===== src/ost_pkg.sv =====
`timescale 1ns / 1ps
// ost_pkg: request and response word types, operation and status codes
// for the ordered stack table. No dependencies.
package ost_pkg;

	localparam int ITEM_W      = 32;
	localparam int POS_W       = 4;
	localparam int OP_W        = 2;
	localparam int STATUS_W    = 2;
	localparam int COUNT_OUT_W = 5;

	localparam logic [OP_W-1:0] OP_PUSH   = 2'd0;
	localparam logic [OP_W-1:0] OP_REMOVE = 2'd1;
	localparam logic [OP_W-1:0] OP_INSERT = 2'd2;

	localparam logic [STATUS_W-1:0] ST_OK        = 2'd0;
	localparam logic [STATUS_W-1:0] ST_NOT_FOUND = 2'd1;
	localparam logic [STATUS_W-1:0] ST_FULL      = 2'd2;
	localparam logic [STATUS_W-1:0] ST_BAD_POS   = 2'd3;

	typedef struct packed {
		logic [OP_W-1:0]   req_type;
		logic [ITEM_W-1:0] item_value;
		logic [POS_W-1:0]  position;
	} req_t;

	typedef struct packed {
		logic [STATUS_W-1:0]    status;
		logic [ITEM_W-1:0]      item_out;
		logic [COUNT_OUT_W-1:0] count_out;
	} rsp_t;

endpackage


===== src/ost_ram.sv =====
`timescale 1ns / 1ps
// ost_ram: generic single-write, single-read RAM with registered read data.
// No dependencies.
module ost_ram #(
	parameter int WIDTH = 32,
	parameter int DEPTH = 16
) (
	input  logic                     clk,
	input  logic                     we,
	input  logic [$clog2(DEPTH)-1:0] waddr,
	input  logic [WIDTH-1:0]         wdata,
	input  logic [$clog2(DEPTH)-1:0] raddr,
	output logic [WIDTH-1:0]         rdata
);

	logic [WIDTH-1:0] mem [DEPTH];

	always_ff @(posedge clk) begin
		if (we) begin
			mem[waddr] <= wdata;
		end
		rdata <= mem[raddr];
	end

endmodule


===== src/ost_seq.sv =====
`timescale 1ns / 1ps
// ost_seq: sequencer for the ordered stack table; fill count, scan and move
// pointers, the shared word comparator and the response register. Uses ost_pkg.
module ost_seq #(
	parameter int DEPTH      = 16,
	parameter int WORD_WIDTH = 32
) (
	input  logic                      clk,
	input  logic                      arst_n,
	input  logic                      start,
	input  logic [ost_pkg::OP_W-1:0]  req_type,
	input  logic [WORD_WIDTH-1:0]     word,
	input  logic [ost_pkg::POS_W-1:0] position,
	output logic                      busy,
	input  logic [WORD_WIDTH-1:0]     rd_data,
	output logic                      ram_we,
	output logic [$clog2(DEPTH)-1:0]  ram_waddr,
	output logic [WORD_WIDTH-1:0]     ram_wdata,
	output logic [$clog2(DEPTH)-1:0]  ram_raddr,
	output logic                      done,
	output ost_pkg::rsp_t             rsp
);
	import ost_pkg::*;

	localparam int AW   = $clog2(DEPTH);
	localparam int CW   = $clog2(DEPTH + 1);
	localparam int CMPW = (CW > POS_W) ? CW : POS_W;

	localparam logic [1:0] S_IDLE     = 2'd0;
	localparam logic [1:0] S_DISPATCH = 2'd1;
	localparam logic [1:0] S_REMOVE   = 2'd2;
	localparam logic [1:0] S_INSERT   = 2'd3;

	logic [1:0]          state_q, state_d;
	logic [CW-1:0]       count_q, count_d;
	logic [CW-1:0]       rd_ptr_q, rd_ptr_d;
	logic [AW-1:0]       ins_ptr_q, ins_ptr_d;
	logic [AW-1:0]       pend_addr_q, pend_addr_d;
	logic                pend_q, pend_d;
	logic                found_q, found_d;
	logic                iss_q, iss_d;
	logic                done_q;
	logic [OP_W-1:0]     op_q;
	logic [WORD_WIDTH-1:0] word_q;
	logic [POS_W-1:0]    pos_q;
	rsp_t                rsp_q;
	logic                match;
	logic                rm_issue;
	logic                fin;
	logic [STATUS_W-1:0] fin_st;

	// the one comparator, reused for every entry scanned
	assign match    = (rd_data == word_q);
	assign rm_issue = (rd_ptr_q < count_q);

	always_comb begin
		state_d     = state_q;
		count_d     = count_q;
		rd_ptr_d    = rd_ptr_q;
		ins_ptr_d   = ins_ptr_q;
		pend_addr_d = pend_addr_q;
		pend_d      = 1'b0;
		found_d     = found_q;
		iss_d       = iss_q;
		fin         = 1'b0;
		fin_st      = ST_OK;
		ram_we      = 1'b0;
		ram_waddr   = '0;
		ram_wdata   = rd_data;
		ram_raddr   = '0;
		case (state_q)
			S_IDLE: begin
				if (start) begin
					state_d = S_DISPATCH;
				end
			end
			S_DISPATCH: begin
				case (op_q)
					OP_PUSH: begin
						fin = 1'b1;
						if (count_q == CW'(DEPTH)) begin
							fin_st = ST_FULL;
						end else begin
							ram_we    = 1'b1;
							ram_waddr = count_q[AW-1:0];
							ram_wdata = word_q;
							count_d   = count_q + CW'(1);
						end
					end
					OP_REMOVE: begin
						if (count_q == '0) begin
							fin    = 1'b1;
							fin_st = ST_NOT_FOUND;
						end else begin
							state_d  = S_REMOVE;
							rd_ptr_d = '0;
							found_d  = 1'b0;
						end
					end
					OP_INSERT: begin
						if (CMPW'(pos_q) >= CMPW'(count_q)) begin
							fin    = 1'b1;
							fin_st = ST_BAD_POS;
						end else if (count_q == CW'(DEPTH)) begin
							fin    = 1'b1;
							fin_st = ST_FULL;
						end else begin
							state_d   = S_INSERT;
							ins_ptr_d = AW'(count_q - CW'(1));
							iss_d     = 1'b1;
						end
					end
					default: begin
						fin    = 1'b1;
						fin_st = ST_BAD_POS;
					end
				endcase
			end
			S_REMOVE: begin
				// read runs one entry ahead of the compare and the move down
				ram_raddr = rd_ptr_q[AW-1:0];
				if (rm_issue) begin
					rd_ptr_d    = rd_ptr_q + CW'(1);
					pend_d      = 1'b1;
					pend_addr_d = rd_ptr_q[AW-1:0];
				end
				if (pend_q) begin
					if (found_q) begin
						ram_we    = 1'b1;
						ram_waddr = pend_addr_q - AW'(1);
					end else if (match) begin
						found_d = 1'b1;
					end
					if (!rm_issue) begin
						fin = 1'b1;
						if (found_q || match) begin
							count_d = count_q - CW'(1);
						end else begin
							fin_st = ST_NOT_FOUND;
						end
					end
				end
			end
			S_INSERT: begin
				// walk down from the top, each word moves up one place
				ram_raddr = ins_ptr_q;
				if (iss_q) begin
					pend_d      = 1'b1;
					pend_addr_d = ins_ptr_q;
					if (CMPW'(ins_ptr_q) == CMPW'(pos_q)) begin
						iss_d = 1'b0;
					end else begin
						ins_ptr_d = ins_ptr_q - AW'(1);
					end
				end
				if (pend_q) begin
					ram_we    = 1'b1;
					ram_waddr = pend_addr_q + AW'(1);
				end else if (!iss_q) begin
					ram_we    = 1'b1;
					ram_waddr = AW'(pos_q);
					ram_wdata = word_q;
					count_d   = count_q + CW'(1);
					fin       = 1'b1;
				end
			end
			default: begin
				state_d = S_IDLE;
			end
		endcase
		if (fin) begin
			state_d = S_IDLE;
		end
	end

	always_ff @(posedge clk or negedge arst_n) begin
		if (!arst_n) begin
			state_q     <= S_IDLE;
			count_q     <= '0;
			rd_ptr_q    <= '0;
			ins_ptr_q   <= '0;
			pend_addr_q <= '0;
			pend_q      <= 1'b0;
			found_q     <= 1'b0;
			iss_q       <= 1'b0;
			done_q      <= 1'b0;
		end else begin
			state_q     <= state_d;
			count_q     <= count_d;
			rd_ptr_q    <= rd_ptr_d;
			ins_ptr_q   <= ins_ptr_d;
			pend_addr_q <= pend_addr_d;
			pend_q      <= pend_d;
			found_q     <= found_d;
			iss_q       <= iss_d;
			done_q      <= fin;
		end
	end

	always_ff @(posedge clk) begin
		if (state_q == S_IDLE && start) begin
			op_q   <= req_type;
			word_q <= word;
			pos_q  <= position;
		end
		if (fin) begin
			rsp_q.status    <= fin_st;
			rsp_q.item_out  <= (fin_st == ST_OK) ? ITEM_W'(word_q) : '0;
			rsp_q.count_out <= COUNT_OUT_W'(count_d);
		end
	end

	assign busy = (state_q != S_IDLE);
	assign done = done_q;
	assign rsp  = rsp_q;

	a_count_bound: assert property (@(posedge clk) disable iff (!arst_n)
		count_q <= CW'(DEPTH))
		else $error("fill count above depth");

	a_done_after_work: assert property (@(posedge clk) disable iff (!arst_n)
		done_q |-> $past(state_q != S_IDLE))
		else $error("response without an operation in flight");

	a_count_moves_with_done: assert property (@(posedge clk) disable iff (!arst_n)
		(count_q != $past(count_q)) |-> done_q)
		else $error("fill count changed without a response");

	a_write_in_range: assert property (@(posedge clk) disable iff (!arst_n)
		ram_we |-> (CW'(ram_waddr) < CW'(DEPTH)))
		else $error("store write beyond depth");

	a_refusal_clean: assert property (@(posedge clk) disable iff (!arst_n)
		(done_q && rsp_q.status != ST_OK) |->
		(rsp_q.count_out == COUNT_OUT_W'($past(count_q))))
		else $error("refused operation changed the count");

endmodule


===== src/ordered_stack_table.sv =====
`timescale 1ns / 1ps
// ordered_stack_table: top level; word sizing, store RAM and sequencer.
// Uses ost_pkg, ost_ram and ost_seq.
//
//   port    dir  word      handshake
//   req     in   req_t     taken at the clock edge with start high, busy low
//   rsp     out  rsp_t     valid for the one cycle that done is high
//
// push, undefined word, refused insert, remove on an empty store: done follows
//   straight from the dispatch state, with no scan or move
// remove otherwise: every held entry is scanned (one entry scanned or moved per cycle)
// insert: entries from the top down to position move up, then the word is written (one entry moved per cycle)
// the store RAM has one write and one read port, which sets the per-entry pace
// reset clears the fill count but not the store; entries above the count are never used
// busy is low in the done cycle, so the next word may be taken at its end
module ordered_stack_table #(
	parameter int DEPTH      = 16,
	parameter int WORD_WIDTH = 32
) (
	input  logic          clk,
	input  logic          arst_n,
	input  logic          start,
	output logic          busy,
	input  ost_pkg::req_t req,
	output logic          done,
	output ost_pkg::rsp_t rsp
);
	import ost_pkg::*;

	localparam int AW = $clog2(DEPTH);

	logic [WORD_WIDTH-1:0] word_in;
	logic [WORD_WIDTH-1:0] rd_data;
	logic [WORD_WIDTH-1:0] ram_wdata;
	logic [AW-1:0]         ram_waddr;
	logic [AW-1:0]         ram_raddr;
	logic                  ram_we;

	// only the low WORD_WIDTH bits of the item take part
	assign word_in = WORD_WIDTH'(req.item_value);

	ost_ram #(
		.WIDTH(WORD_WIDTH),
		.DEPTH(DEPTH)
	) u_store (
		.clk  (clk),
		.we   (ram_we),
		.waddr(ram_waddr),
		.wdata(ram_wdata),
		.raddr(ram_raddr),
		.rdata(rd_data)
	);

	ost_seq #(
		.DEPTH     (DEPTH),
		.WORD_WIDTH(WORD_WIDTH)
	) u_seq (
		.clk      (clk),
		.arst_n   (arst_n),
		.start    (start),
		.req_type (req.req_type),
		.word     (word_in),
		.position (req.position),
		.busy     (busy),
		.rd_data  (rd_data),
		.ram_we   (ram_we),
		.ram_waddr(ram_waddr),
		.ram_wdata(ram_wdata),
		.ram_raddr(ram_raddr),
		.done     (done),
		.rsp      (rsp)
	);

endmodule


===== config.mk =====
export PLATFORM = sky130hd
export DESIGN_NAME = ordered_stack_table
export DESIGN_NICKNAME = d
export VERILOG_FILES = /design/src/ost_pkg.sv /design/src/ost_ram.sv /design/src/ost_seq.sv /design/src/ordered_stack_table.sv
export SDC_FILE = /design/constraint.sdc
export NUM_CORES = 1
export LEC_CHECK = 0
export BUFFER_PORTS_ARGS = -buffer_cell sky130_fd_sc_hd__buf_2
export CORE_MARGIN = 1.5
export CORE_UTILIZATION = 45
export DETAILED_ROUTE_END_ITERATION = 10
export GPL_TIMING_DRIVEN = 0
export MAX_ROUTING_LAYER = met4
export PLACE_DENSITY_LB_ADDON = 0.1
export SKIP_LAST_GASP = 1
export SLEW_MARGIN = 20
export SYNTH_ARGS = -nofsm -noshare
export SYNTH_HDL_FRONTEND = slang
export SYNTH_SLANG_ARGS = --single-unit

===== constraint.sdc =====
create_clock -name clk -period 7.7 [get_ports clk]
set_clock_uncertainty 0.15 [all_clocks]
set_input_delay 1.155 -clock clk [delete_from_list [all_inputs] [get_ports clk]]
set_output_delay 1.155 -clock clk [all_outputs]
set_load 0.05 [all_outputs]

# Word level (Yosys, flattened, before mapping)
# Memories as Yosys holds them, arrays and structs flattened. A register that Yosys moved wholly into a read port is not among the register bits.
# Index checks and enable logic that the tools add are counted.
[totals]
register_bits = 101
latch_bits = 0
mem_bits_rw = 512
rom_bits = 0
output_inout_bits = 41
wordCells = 144
n_memories = 1
[classes]
n_addsub = 6
multipliers = 0
div_mod_pow = 0
n_lt_le_gt_ge = 2
eq_ne = 22
shifts = 0
mux = 81
bitwise_logic = 0
reduce_logical = 17
[mem_list]
columns = ["name", "depth", "word_bits", "rd", "rd_clocked_by_memory_dff", "wr", "line_no", "rtl"]
rows = [
  ["u_store.mem", 16, 32, 1, 1, 1, "ost_ram.sv:16", "logic [WIDTH-1:0] mem [DEPTH];"],
]
[op_table]
columns = ["op", "count"]
rows = [
  ["2-to-1 mux 32 bit", 4],
  ["case mux 32 bit (2 select lines)", 1],
  ["2-to-1 mux 4 bit", 13],
  ["2-to-1 mux 5 bit", 10],
  ["equality test 32 bit", 1],
  ["2-to-1 mux 1 bit", 28],
  ["case mux 4 bit (2 select lines)", 3],
  ["2-to-1 mux 2 bit", 9],
  ["case mux 5 bit (3 select lines)", 1],
  ["inequality test 4 x 3 -> 1 bit (second input constant)", 3],
  ["case mux 2 bit (2 select lines)", 3],
  ["case mux 4 bit (3 select lines)", 1],
  ["AND reduction 4 bit", 3],
  ["AND reduction 6 bit", 2],
  ["adder 5 x 1 -> 5 bit (second input constant)", 2],
  ["inequality test 2 bit (second input constant)", 5],
  ["case mux 5 bit (2 select lines)", 1],
  ["inequality test 2 x 1 -> 1 bit (second input constant)", 4],
  ["case mux 1 bit (2 select lines)", 4],
  ["nonzero test 2 bit", 4],
  ["subtractor 4 x 1 -> 4 bit (second input constant)", 2],
  ["equality test 2 bit (second input constant)", 3],
  ["logical NOT 2 bit", 3],
  ["case mux 1 bit (3 select lines)", 2],
  ["15 further kinds", 16],
]

# Longest topological paths before layout
[logic_depth]
word_depth = 7
ltp_mapped = 10
depth_no_buf = 9

# Modules after synthesis
# Synthesis repeated with hierarchy kept, for this count alone.
[unflattened]
cells_unflattened = 1354
area_unflattened_um2 = 25490.7
[modules_own_cells]
columns = ["mod", "n_inst", "cells_each", "area_per_inst_um2"]
rows = [
  ["ost_ram", 1, 838, 19835.3],
  ["ost_seq", 1, 516, 5655.4],
]

# Least setup slack after synthesis
# No wires, ideal clock.
[synth_path]
kind = "register to register"
startpoint = "reg u_seq.count_q[2]"
endpoint = "reg u_seq.rsp_q, in the netlist u_seq.rsp[0], enable pin"
setup_ns = 0.453
arrival_time_ns = 3.898
required_ns = 7.097
path_slack_ns = 3.199
stages_incl_launch_ff = 9
path_buffers = 1
period_less_slack_ns = 4.501
cell_sequence = "dfrtp_1 -> clkbuf_1 -> inv_1 -> ha_1 -> nand2_1 -> o21ai_0 -> a41oi_2 -> a31o_2 -> a21oi_1"
[synth_between]
elab_chain_len = 5
word_cells_on_any_way = 11
cone_classes = "2 x order compare; 1 x eq/ne; 7 x mux; 1 x reduce/logical"
[synth_lines]
columns = ["item", "line_no", "rtl"]
rows = [
  ["start: declaration", "ost_seq.sv:35", "logic [CW-1:0] count_q, count_d;"],
  ["start signal: assignment", "ost_seq.sv:189", "count_q <= count_d;"],
  ["parallel branches: the longest is 4 deep, another holds >= comparator 4 x 5 -> 1 bit", "n/a", ""],
  ["case mux 1 bit (3 select lines) *", "ost_seq.sv:71", "case (state_q)"],
  ["via u_seq.fin", "ost_seq.sv:49", "logic fin;"],
  ["end: declaration", "ost_seq.sv:46", "rsp_t rsp_q;"],
]
# Mark *: on every way through the listed nets, which the timed path passes.
# A chain may end at the register's enable or synchronous reset.

# Final worst setup path
[layout_path]
startpoint = "reg u_seq.count_q[1]"
endpoint = "mem u_store.mem[14][17] (data pin)"
[layout_between]
elab_chain_len = 4
[layout_lines]
columns = ["item", "line_no", "rtl"]
rows = [
  ["equality test 5 bit", "ost_seq.sv:81", "if (count_q == CW'(DEPTH)) begin"],
  ["2-to-1 mux 32 bit", "ost_seq.sv:81", ""],
  ["2-to-1 mux 32 bit", "ost_seq.sv:78", "case (op_q)"],
  ["case mux 32 bit (2 select lines)", "ost_seq.sv:71", ""],
  ["via ram_wdata[17]", "ordered_stack_table.sv:34", "logic [WORD_WIDTH-1:0] ram_wdata;"],
  ["end: declaration", "ost_ram.sv:16", ""],
]
# The timed path passes the listed nets, and every way through them passes these cells.

==> flow_summary.json <==
{
  "initialDrtViolationCount": 1243,
  "worstMarginPinSlew_ps": 947.1,
  "grt_use_total_pct": 23.53,
  "synthesis.instances": 1409,
  "via_per_inst": 5.871,
  "cp.required_ps": 7860,
  "finalSetupViolCount": 0,
  "syn-num-nets": 1474,
  "totalNegativeSetupSlack_ps": 0,
  "p_sw_mw": 4.017,
  "finalNetCount": 1664,
  "hold_viol": 0,
  "post-cts-setup-buffer-count": 0,
  "crit_type": "reg2reg",
  "grt_pass1_wl_um": 96670,
  "ant_nets": 0,
  "status": "completed",
  "wl_per_cell_um": 27.42,
  "drive_gt1_share_pct": 24.83,
  "die-area_mm2": 0.05874,
  "intPower_mw": 8.026,
  "synth_area_leader_cell": "edfxtp_1",
  "rsz0062_at_grt": "false",
  "synth_flop_cell": "edfxtp_1",
  "ir_drop_mv": 0.2371,
  "route.detailed.drc": 0,
  "core_area_mm2": 0.05650,
  "regArea_mm2": 0.01893,
  "maxSlewViolCount": 0,
  "cp_max_fo": 16,
  "finalCritPeriodShare_pct": 53.43,
  "startpoint_type": "flip-flop",
  "grt_pass1_vias": 14100,
  "multi_input_area_mm2": 0.006546,
  "area_growth_pct": 18.03,
  "place_congestion": 0.8900,
  "synth_edf_count": 589,
  "fmax_ghz": 0.2430,
  "crit_path_end_kind": "flip-flop",
  "clockRootBuffer": "clkbuf_16",
  "clockBufferDepth": 3,
  "pwr-share-comb_pct": 31.3,
  "syn_area_mm2": 0.02578,
  "vias": 14160,
  "swShare_pct": 33.35,
  "clk_pin_slew_ps": 60,
  "power.leakage_nw": 10.13,
  "synth_top_area_share_pct": 68.59,
  "hpwl_um": 45160,
  "io_pins": 82,
  "pwr_density_cell_mw_per_mm2": 395.7,
  "seq_area_frac_synth_pct": 73.41,
  "pwr-share-seq_pct": 42.1,
  "numCtsBuffers": 69,
  "row_count": 87,
  "grt_overflow": 0,
  "synth.yosys.warnings": 0,
  "ctsHoldBuffers": 0,
  "initial_core_util_pct": 45.64,
  "final_core_util_pct": 53.87,
  "insertion_delay_ps": 610,
  "die_h_um": 242.4,
  "clkPwrFrac_pct": 26.5,
  "fill_cells": 4469,
  "cts.sinks": 645,
  "grt_antenna_before_repair": 0,
  "cts_max_level": 3,
  "io_buffer_count": 81,
  "hold_path.class": "in2async",
  "synth.most_common_cell": "edfxtp_1",
  "synth_commonest_cells": "589 x edfxtp_1, 128 x mux4_2, 100 x nand2_1",
  "grt_max_degree": 33,
  "synthArstFlopShare_pct": 3.721,
  "cap_violations": 0,
  "drt-total-wl_um": 66100,
  "avgSynthCellArea_um2": 18.30,
  "yosys-top-cells-area": "edfxtp_1 69%, mux4_2 11%, dfxtp_1 2.5%, dfrtp_1 2.3%, and2_1 1.6%",
  "cts_resized": 0,
  "r2r-start": "u_seq.count_q[1]",
  "place_area_mm2": 0.02824,
  "period_needed_ps": 4114,
  "synth_cell_types": 68,
  "final_cell_area_mm2": 0.03043,
  "fp.dieW_um": 242.4,
  "slew_headroom_pct": 36.86,
  "cp.arrival_ps": 4280,
  "antenna_cells": 0,
  "cts_tree": "built",
  "crit_start": "u_seq.count_q[1]",
  "synth_seq_cells": 645,
  "firstDrtPassIters": 8
}
[placed cells by master (no fill, tap or decap), drive strengths merged, types with 3 or more instances in the layout]
master  instances
dfxtp          32
xor2            4
mux4          128
or3             3
a211oi         39
a22oi           6
nor2b           4
clkinv         31
buf           151
nand4          10
nor4            7
dfrtp          24
mux2i           5
mux2            3
xnor2          39
nor3           11
nor2           42
and2           67
a22o           36
edfxtp        589
nand3          13
a31oi          40
ha             24
a21oi          19
clkbuf        135
nand2         100
o21ai          17
inv            22
o22ai           4
o21a            3
[critical path: stages (launching register included)]
cell      delay, ps
dfrtp_1         420
inv_1           290
ha_1            270
nor4bb_1        280
buf_2           280
nor2_1          120
o21ai_1         730
clkbuf_1        630
a22o_1          630
[stage by stage]
| step | std cells | hold WS (ps) | power [mW] | setup WS [ps] |
|---|---|---|---|---|
| 6_report | 2411 | 435.0 | 12.04 | 3586 |
| 5_1_grt | 2411 | 460.0 | 12.57 | 3432 |
| 4_1_cts | 2411 | 429.8 | 12.13 | 3710 |
| 3_5_place_dp | 2284 | 429.7 | 8.928 | 3747 |
| 3_3_place_gp | 2246 | 421.9 | 8.736 | 502.6 |
| 2_1_floorplan | 1409 | 366.2 | 7.597 | 3199 |
[flip-flops by register name, summed over array words and instances, names as in the netlist]
signal	count
u_seq.count_q	5
u_seq.done	1
u_seq.iss_q	1
u_seq.op_q	2
u_store.mem	512
u_seq.pend_q	1
u_seq.rsp	39
u_seq.ins_ptr_q	4
u_store.rdata	32
u_seq.state_q	2
u_seq.word_q	32
u_seq.pos_q	4
u_seq.rd_ptr_q	5
u_seq.pend_addr_q	4
u_seq.found_q	1
[layout make-up]
type | instances | area share, %
sequential | 645 | 62.20
inverter | 23 | 0.2837
buffer | 73 | 1.213
tap | 756 | 3.108
timing repair buffer | 119 | 4.485
clock inverter | 33 | 0.7812
multi-input combinational | 668 | 21.51
clock buffer | 94 | 6.422
[metal layers]
layer / wire length (um) / global-route usage [%] / part of all wire [%]
met4: 1845 / 7.279 / 2.8
met3: 3772 / 4.055 / 5.7
met1: 29430 / 32.53 / 45
met2: 31050 / 35.88 / 47
met5: 0 / - / 0
[power groups by stage]
stage	clock, mW	combinational (mW)	sequential (mW)
finish	3.20	3.77	5.07
global placement	0	3.57	5.17
detailed placement	0	3.79	5.14
floorplan	0	2.23	5.36
global route	3.40	4.06	5.11
CTS	3.26	3.79	5.07
[cell families after synthesis]
| logic type | Yosys count | share of synthesized area (%) |
|---|---|---|
| compound gates | 196 | 5.595 |
| xor+xnor | 43 | 1.461 |
| fa+ha+maj | 24 | 1.165 |
| buf+inv | 96 | 1.766 |
| flops | 645 | 73.41 |
| mux | 136 | 11.51 |
| simple gates | 269 | 5.100 |
[worst paths after layout]
| path | to | slack [ps] | cells after the start |
|---|---|---|---|
| setup / recovery | u_store.mem[14][17] | 3590 | 8 |
| hold / removal | u_seq.rd_ptr_q[0] | 440 | 1 |
| setup reg to reg | u_store.mem[14][17] | 3590 | 8 |
| hold reg to reg | u_seq.rd_ptr_q[4] | 450 | 2 |
| max in group asynchronous | u_seq.count_q[2] | 6540 | 1 |
| min in group clk | u_seq.rd_ptr_q[4] | 450 | 2 |
Note: power is estimated with default switching activity, not from simulation.
